`src/rtl/planar_arm_forward_kinematics_defines.svh`:
```
// Assertion macros for the planar arm forward kinematics top level.
`ifndef PLANAR_ARM_FORWARD_KINEMATICS_DEFINES_SVH
`define PLANAR_ARM_FORWARD_KINEMATICS_DEFINES_SVH

// Same-cycle implication, checked outside reset.
`define PAFK_ASSERT_SAME(label, clk, rst_n, ante, cons, msg) \
    label: assert property (@(posedge clk) disable iff (!rst_n) (ante) |-> (cons)) \
        else $error(msg);

// Next-cycle implication, checked outside reset.
`define PAFK_ASSERT_NEXT(label, clk, rst_n, ante, cons, msg) \
    label: assert property (@(posedge clk) disable iff (!rst_n) (ante) |=> (cons)) \
        else $error(msg);

`endif

```
`src/rtl/pafk_pkg.sv`:
```
// Package: constants, types and the arctangent table of the arm kinematics pipeline.
`timescale 1ns / 1ps
`default_nettype none
package pafk_pkg;
    localparam int CORDIC_ITERATIONS = 16;
    localparam int ATAN_ENTRIES      = 24;
    localparam int CORDIC_STEPS      = (CORDIC_ITERATIONS < ATAN_ENTRIES) ?
                                       CORDIC_ITERATIONS : ATAN_ENTRIES;

    localparam int FULL_TURN   = 46080;
    localparam int TURN_OFFSET = 5 * FULL_TURN;

    // Stages: three for angle reduction, CORDIC (fold, steps, round), multiply, sum.
    localparam int CORDIC_DEPTH = CORDIC_STEPS + 2;
    localparam int PIPE_DEPTH   = 3 + CORDIC_DEPTH + 2;

    localparam logic [1:0] REG_FIRST_LINK  = 2'd0;
    localparam logic [1:0] REG_SECOND_LINK = 2'd1;

    typedef logic signed [15:0] t_trig;
    typedef logic signed [17:0] t_pos;
    typedef logic        [15:0] t_len;

    // Arctangent of 2^-i in degrees times 2^20.
    function automatic logic [25:0] atan_deg20(input int idx);
        logic [25:0] v;
        case (idx)
            0:  v = 26'd47185920;
            1:  v = 26'd27855475;
            2:  v = 26'd14718068;
            3:  v = 26'd7471121;
            4:  v = 26'd3750059;
            5:  v = 26'd1876857;
            6:  v = 26'd938658;
            7:  v = 26'd469357;
            8:  v = 26'd234682;
            9:  v = 26'd117342;
            10: v = 26'd58671;
            11: v = 26'd29335;
            12: v = 26'd14668;
            13: v = 26'd7334;
            14: v = 26'd3667;
            15: v = 26'd1833;
            16: v = 26'd917;
            17: v = 26'd458;
            18: v = 26'd229;
            19: v = 26'd115;
            20: v = 26'd57;
            21: v = 26'd29;
            22: v = 26'd14;
            23: v = 26'd7;
            default: v = 26'd0;
        endcase
        return v;
    endfunction
endpackage
`default_nettype wire

```
`src/rtl/pafk_cordic.sv`:
```
// Pipelined rotation-mode CORDIC: reduced angle in, Q1.14 cosine and sine out.
`timescale 1ns / 1ps
`default_nettype none
module pafk_cordic
    import pafk_pkg::*;
(
    input  wire logic        i_clk,
    input  wire logic        i_en,
    input  wire logic [15:0] i_angle,   // [0, 360) degrees times 128
    output t_trig            o_cos,
    output t_trig            o_sin
);
    localparam logic [28:0] DEG90  = 29'd94371840;
    localparam logic [28:0] DEG180 = 29'd188743680;
    localparam logic [28:0] DEG270 = 29'd283115520;
    localparam logic [28:0] DEG360 = 29'd377487360;
    localparam logic signed [31:0] GAIN_Q28 = 32'sd163008219;

    logic signed [31:0] r_x [0:CORDIC_STEPS];
    logic signed [31:0] r_y [0:CORDIC_STEPS];
    logic signed [30:0] r_z [0:CORDIC_STEPS];
    logic               r_neg [0:CORDIC_STEPS];

    logic [28:0]        w_zu;
    logic signed [30:0] n_z0;
    logic               n_neg0;

    // Fold into [-90, 90] degrees; the middle half turn negates the result.
    always_comb begin
        w_zu   = {i_angle, 13'd0};
        n_neg0 = 1'b0;
        if (w_zu >= DEG270) begin
            n_z0 = $signed({2'b00, w_zu}) - $signed({2'b00, DEG360});
        end else if (w_zu > DEG90) begin
            n_z0   = $signed({2'b00, w_zu}) - $signed({2'b00, DEG180});
            n_neg0 = 1'b1;
        end else begin
            n_z0 = $signed({2'b00, w_zu});
        end
    end

    always_ff @(posedge i_clk) begin
        if (i_en) begin
            r_x[0]   <= GAIN_Q28;
            r_y[0]   <= '0;
            r_z[0]   <= n_z0;
            r_neg[0] <= n_neg0;
        end
    end

    for (genvar k = 0; k < CORDIC_STEPS; k++) begin : g_step
        localparam logic signed [30:0] ATAN_K = $signed({5'd0, atan_deg20(k)});
        always_ff @(posedge i_clk) begin
            if (i_en) begin
                r_neg[k+1] <= r_neg[k];
                if (!r_z[k][30]) begin
                    r_x[k+1] <= r_x[k] - (r_y[k] >>> k);
                    r_y[k+1] <= r_y[k] + (r_x[k] >>> k);
                    r_z[k+1] <= r_z[k] - ATAN_K;
                end else begin
                    r_x[k+1] <= r_x[k] + (r_y[k] >>> k);
                    r_y[k+1] <= r_y[k] - (r_x[k] >>> k);
                    r_z[k+1] <= r_z[k] + ATAN_K;
                end
            end
        end
    end

    function automatic t_trig round_q14(input logic signed [31:0] v, input logic neg);
        logic signed [32:0] s;
        logic signed [18:0] q;
        s = neg ? -$signed({v[31], v}) : $signed({v[31], v});
        s = s + 33'sd8192;
        q = s[32:14];
        if (q > 19'sd16384)       return 16'sd16384;
        else if (q < -19'sd16384) return -16'sd16384;
        else                      return q[15:0];
    endfunction

    always_ff @(posedge i_clk) begin
        if (i_en) begin
            o_cos <= round_q14(r_x[CORDIC_STEPS], r_neg[CORDIC_STEPS]);
            o_sin <= round_q14(r_y[CORDIC_STEPS], r_neg[CORDIC_STEPS]);
        end
    end
endmodule
`default_nettype wire

```
`config.mk`:
```
export PLATFORM = sky130hd
export DESIGN_NAME = pafk_cordic
export DESIGN_NICKNAME = d
export VERILOG_FILES = /design/src/rtl/planar_arm_forward_kinematics_defines.svh /design/src/rtl/pafk_pkg.sv /design/src/rtl/pafk_cordic.sv
export SDC_FILE = /design/constraint.sdc
export NUM_CORES = 2
export LEC_CHECK = 0
export BUFFER_PORTS_ARGS = -buffer_cell sky130_fd_sc_hd__buf_4
export CAP_MARGIN = 10
export CORE_ASPECT_RATIO = 0.75
export CORE_MARGIN = 2
export CORE_UTILIZATION = 60
export DETAILED_ROUTE_END_ITERATION = 12
export PLACE_DENSITY_LB_ADDON = 0.08
export RECOVER_POWER = 100
export SLEW_MARGIN = 20
export SYNTH_ARGS = -nofsm -noshare
export SYNTH_HDL_FRONTEND = slang
export SYNTH_SLANG_ARGS = --single-unit
```
`constraint.sdc`:
```
create_clock -name i_clk -period 5 [get_ports i_clk]
set_input_delay 0.25 -clock i_clk [delete_from_list [all_inputs] [get_ports i_clk]]
set_output_delay 0.25 -clock i_clk [all_outputs]
set_load 0.01 [all_outputs]
```
==> impl_metrics.csv <==
group,metric,value,unit
cts,cts_tree,"yes",
cts,insertion_delay,0.83,ns
min_path,min_path_type,"in -> reg",
global_route,gr-total-overflow,0,
final_layout,syn_to_final_growth,10.7,%
placed_design,pre_cts_ws,-0.252,ns
synthesis,synth_edf_count,1419,
sta,timing.slew.headroom,-1.45,
setup_path,critical_path_class,"reg -> reg",
drt,ant_nets,0,
synthesis,syn_inst,12400,
synthesis,synthFlopType,"edfxtp_1",
sta,final.period_utilization,1.03,
placed_design,gp_congestion,0.973,
setup_path,worstSetupEndpointType,"flop",
setup_path,crit_chain,"nand2_2 > buf_12 > clkbuf_1 > fa_1 > nor2b_1 > o21ai_0 > a21oi_1 > o21ai_0 > a211oi_1 > o221ai_1 > a211oi_1 > o21ai_0 > a311oi_1 > nand4_1 > o211ai_1",
synthesis,synth-async-reset-ratio,0,
final_layout,final_cell_count_no_fill,15700,
setup_path,arrival,5.69,ns
setup_path,critPathMaxFanout,20,
cts,htree_levels,4,
outcome,violations,"capacitance limit, slew limit, setup timing",
sta,finalHoldViolCount,0,
cts,clock_sinks,1419,
final_layout,layout-drive-gt1-share,0.0759,
sta,max_freq,0.194,GHz
placed_design,io_buffers,49,
setup_path,worstSetupStartpointType,"flop",
drt,firstDrtPassIters,6,
sta,worst_pin_slew,3.68,ns
outcome,status,"complete, but fails checks",
global_route,grt_max_degree,178,
setup_path,critPathMostFrequentCell,"o21ai_0",
drt,avgRoutedWirePerCell,20.9,µm
die,die_h,389,µm
placed_design,dp.cells,15300,
die,initial_utilization,0.603,
setup_path,r2r_slack,-0.15,ns
drt,num_vias,98100,
global_route,antenna_found_initial,8,
die,pin_count,50,
synthesis,ys_ff_latch,1419,
drt,viasPerCell,6.27,
synthesis,seq_area_frac_synth,0.359,
die,std_cell_rows,141,
die,die_width,518,µm
sta,rsz0062_at_grt,"yes",
synthesis,ys_types,98,
run,maxCapViolCount,15,
global_route,grt_pass1_wl,511000,µm
sta,worst_slack,-0.149,ns
synthesis,syn_area,119000,µm²
final_layout,fin_nets,14300,
setup_path,cpMaxStageDelayCell,"clkbuf_1",
sta,fin_crit,5.15,ns
sta,report.final.slew_viol_count,697,
final_layout,final_util,0.668,
synthesis,syn_avg_cell_area,9.60,µm²
placed_design,hpwl,257000,µm
cts,cts-root-buf,"clkbuf_16",
sta,holdWs,0.0974,ns
drt,wl,327000,µm
sta,fin_skew,0.0392,ns
setup_path,crit_path_max_incr_delay,0.94,ns
cts,cts_buffers,166,
synthesis,yosys_warnings,0,
cts,max-clock-path-buffers,4,
cts,path_clk_slew,0.06,ns
global_route,grt_usage,0.314,
final_layout,antenna_cells,0,
die,core_area,197000,µm²
die,die-area,201000,µm²
drt,drtIter0Drc,9681,
sta,setup_violations,17,
global_route,grt_pass1_vias,91800,
setup_path,required,5.54,ns
drt,drcViolationCount,0,
[metrics by stage]
stage	setup TNS [ns]	cell area (µm²)
6_report	-1.17	131000
5_1_grt	-44.38	131000
3_3_place_gp	-0.891	125000
3_5_place_dp	-1.46	125000
4_1_cts	-0.0862	131000
2_1_floorplan	-0.0284	119000
[layout make-up]
cell class / instances / area (µm²)
inverters: 493 / 1850
repair buffers: 567 / 3900
clock buffers: 199 / 4380
fillers: 15800 / 65400
well taps: 2645 / 3310
clock inverters: 88 / 890
flip-flops and latches: 1419 / 42600
multi-input cells: 10200 / 74400
[what timing repair did]
action | in CTS | in global routing
buffers inserted | 1 | 28
cloned | 0 | 0
gates resized for setup | 21 | 227
setup endpoints to repair | 33 | 122
pin swaps | 10 | 42
hold endpoints to repair | 41 | 0
hold buffers | 19 | 0
[cells in the final DEF, fill, tap and decap left out, drive strengths merged, types with 65 or more instances in the layout]
cell type,Yosys,layout
nor4,85,85
and2,65,65
o21ai,664,664
nor3,381,381
mux2i,66,66
o21a,191,191
ha,1306,1306
a211oi,121,121
o31ai,166,166
nand2b,190,190
nand3,264,264
nand2,695,695
clkbuf,174,366
a21o,527,527
a31oi,120,120
or2,66,66
a21oi,1171,1171
buf,33,381
nor2,1028,1028
xnor2,1160,1160
or3,142,142
inv,488,497
and3,130,130
xor2,583,583
o21bai,140,140
nor2b,156,156
edfxtp,1419,1419
[flip-flops by register name, indices dropped and copies added (netlist names)]
| register | count |
|---|---|
| o_sin | 16 |
| r_x | 473 |
| r_y | 481 |
| o_cos | 16 |
| r_z | 416 |
| r_neg | 17 |
[cell usage after synthesis (264+ instances only)]
| master | count | share of area |
|---|---|---|
| a21oi_1 | 1169 | 0.049 |
| edfxtp_1 | 1419 | 0.36 |
| o21ai_0 | 658 | 0.028 |
| nand2_1 | 695 | 0.022 |
| nor3_1 | 380 | 0.016 |
| nand3_1 | 264 | 0.011 |
| a21o_1 | 527 | 0.033 |
| nor2_1 | 1028 | 0.033 |
| xor2_1 | 583 | 0.043 |
| xnor2_1 | 1160 | 0.086 |
| ha_1 | 1306 | 0.14 |
| inv_1 | 487 | 0.015 |
[metal layers]
layer  up-vias  wire [µm]  track usage
li1      47100          -            -
met1     47100     160000        0.492
met2      3515     133000        0.455
met3       410      27500       0.0483
met4         2       6490       0.0620
met5         -         12            0
[worst paths after layout]
kind               start          end  cells past startpoint
max           r_z[9][30]  r_z[10][29]                     15
min          i_angle[11]   r_z[0][26]                      4
max reg2reg   r_z[9][30]  r_z[10][29]                     15
min reg2reg   r_z[12][1]   r_z[13][1]                      0
[worst max-delay path: cells and delay by family (launching register included)]
family                   cells  cell delay, ns
AO/OA/AOI/OAI                9            2.41
adder cells (fa/ha/maj)      1            0.41
buffers and inverters        2            1.09
AND/OR/NAND/NOR              3            0.41
flip-flops                   1            0.55
[cell families after synthesis]
| family | share of synthesized area |
|---|---|
| AO/OA/AOI/OAI | 0.193 |
| AND/OR/NAND/NOR | 0.141 |
| XOR/XNOR | 0.129 |
| flip-flops | 0.359 |
| adder cells (fa/ha/maj) | 0.146 |
| buffers and inverters | 0.0223 |
| multiplexers | 0.0100 |
| other | 0.0000633 |
Power is left out: the tool's default activity adds up to more than one toggle a clock period on the data nets, which glitch-free logic cannot reach.
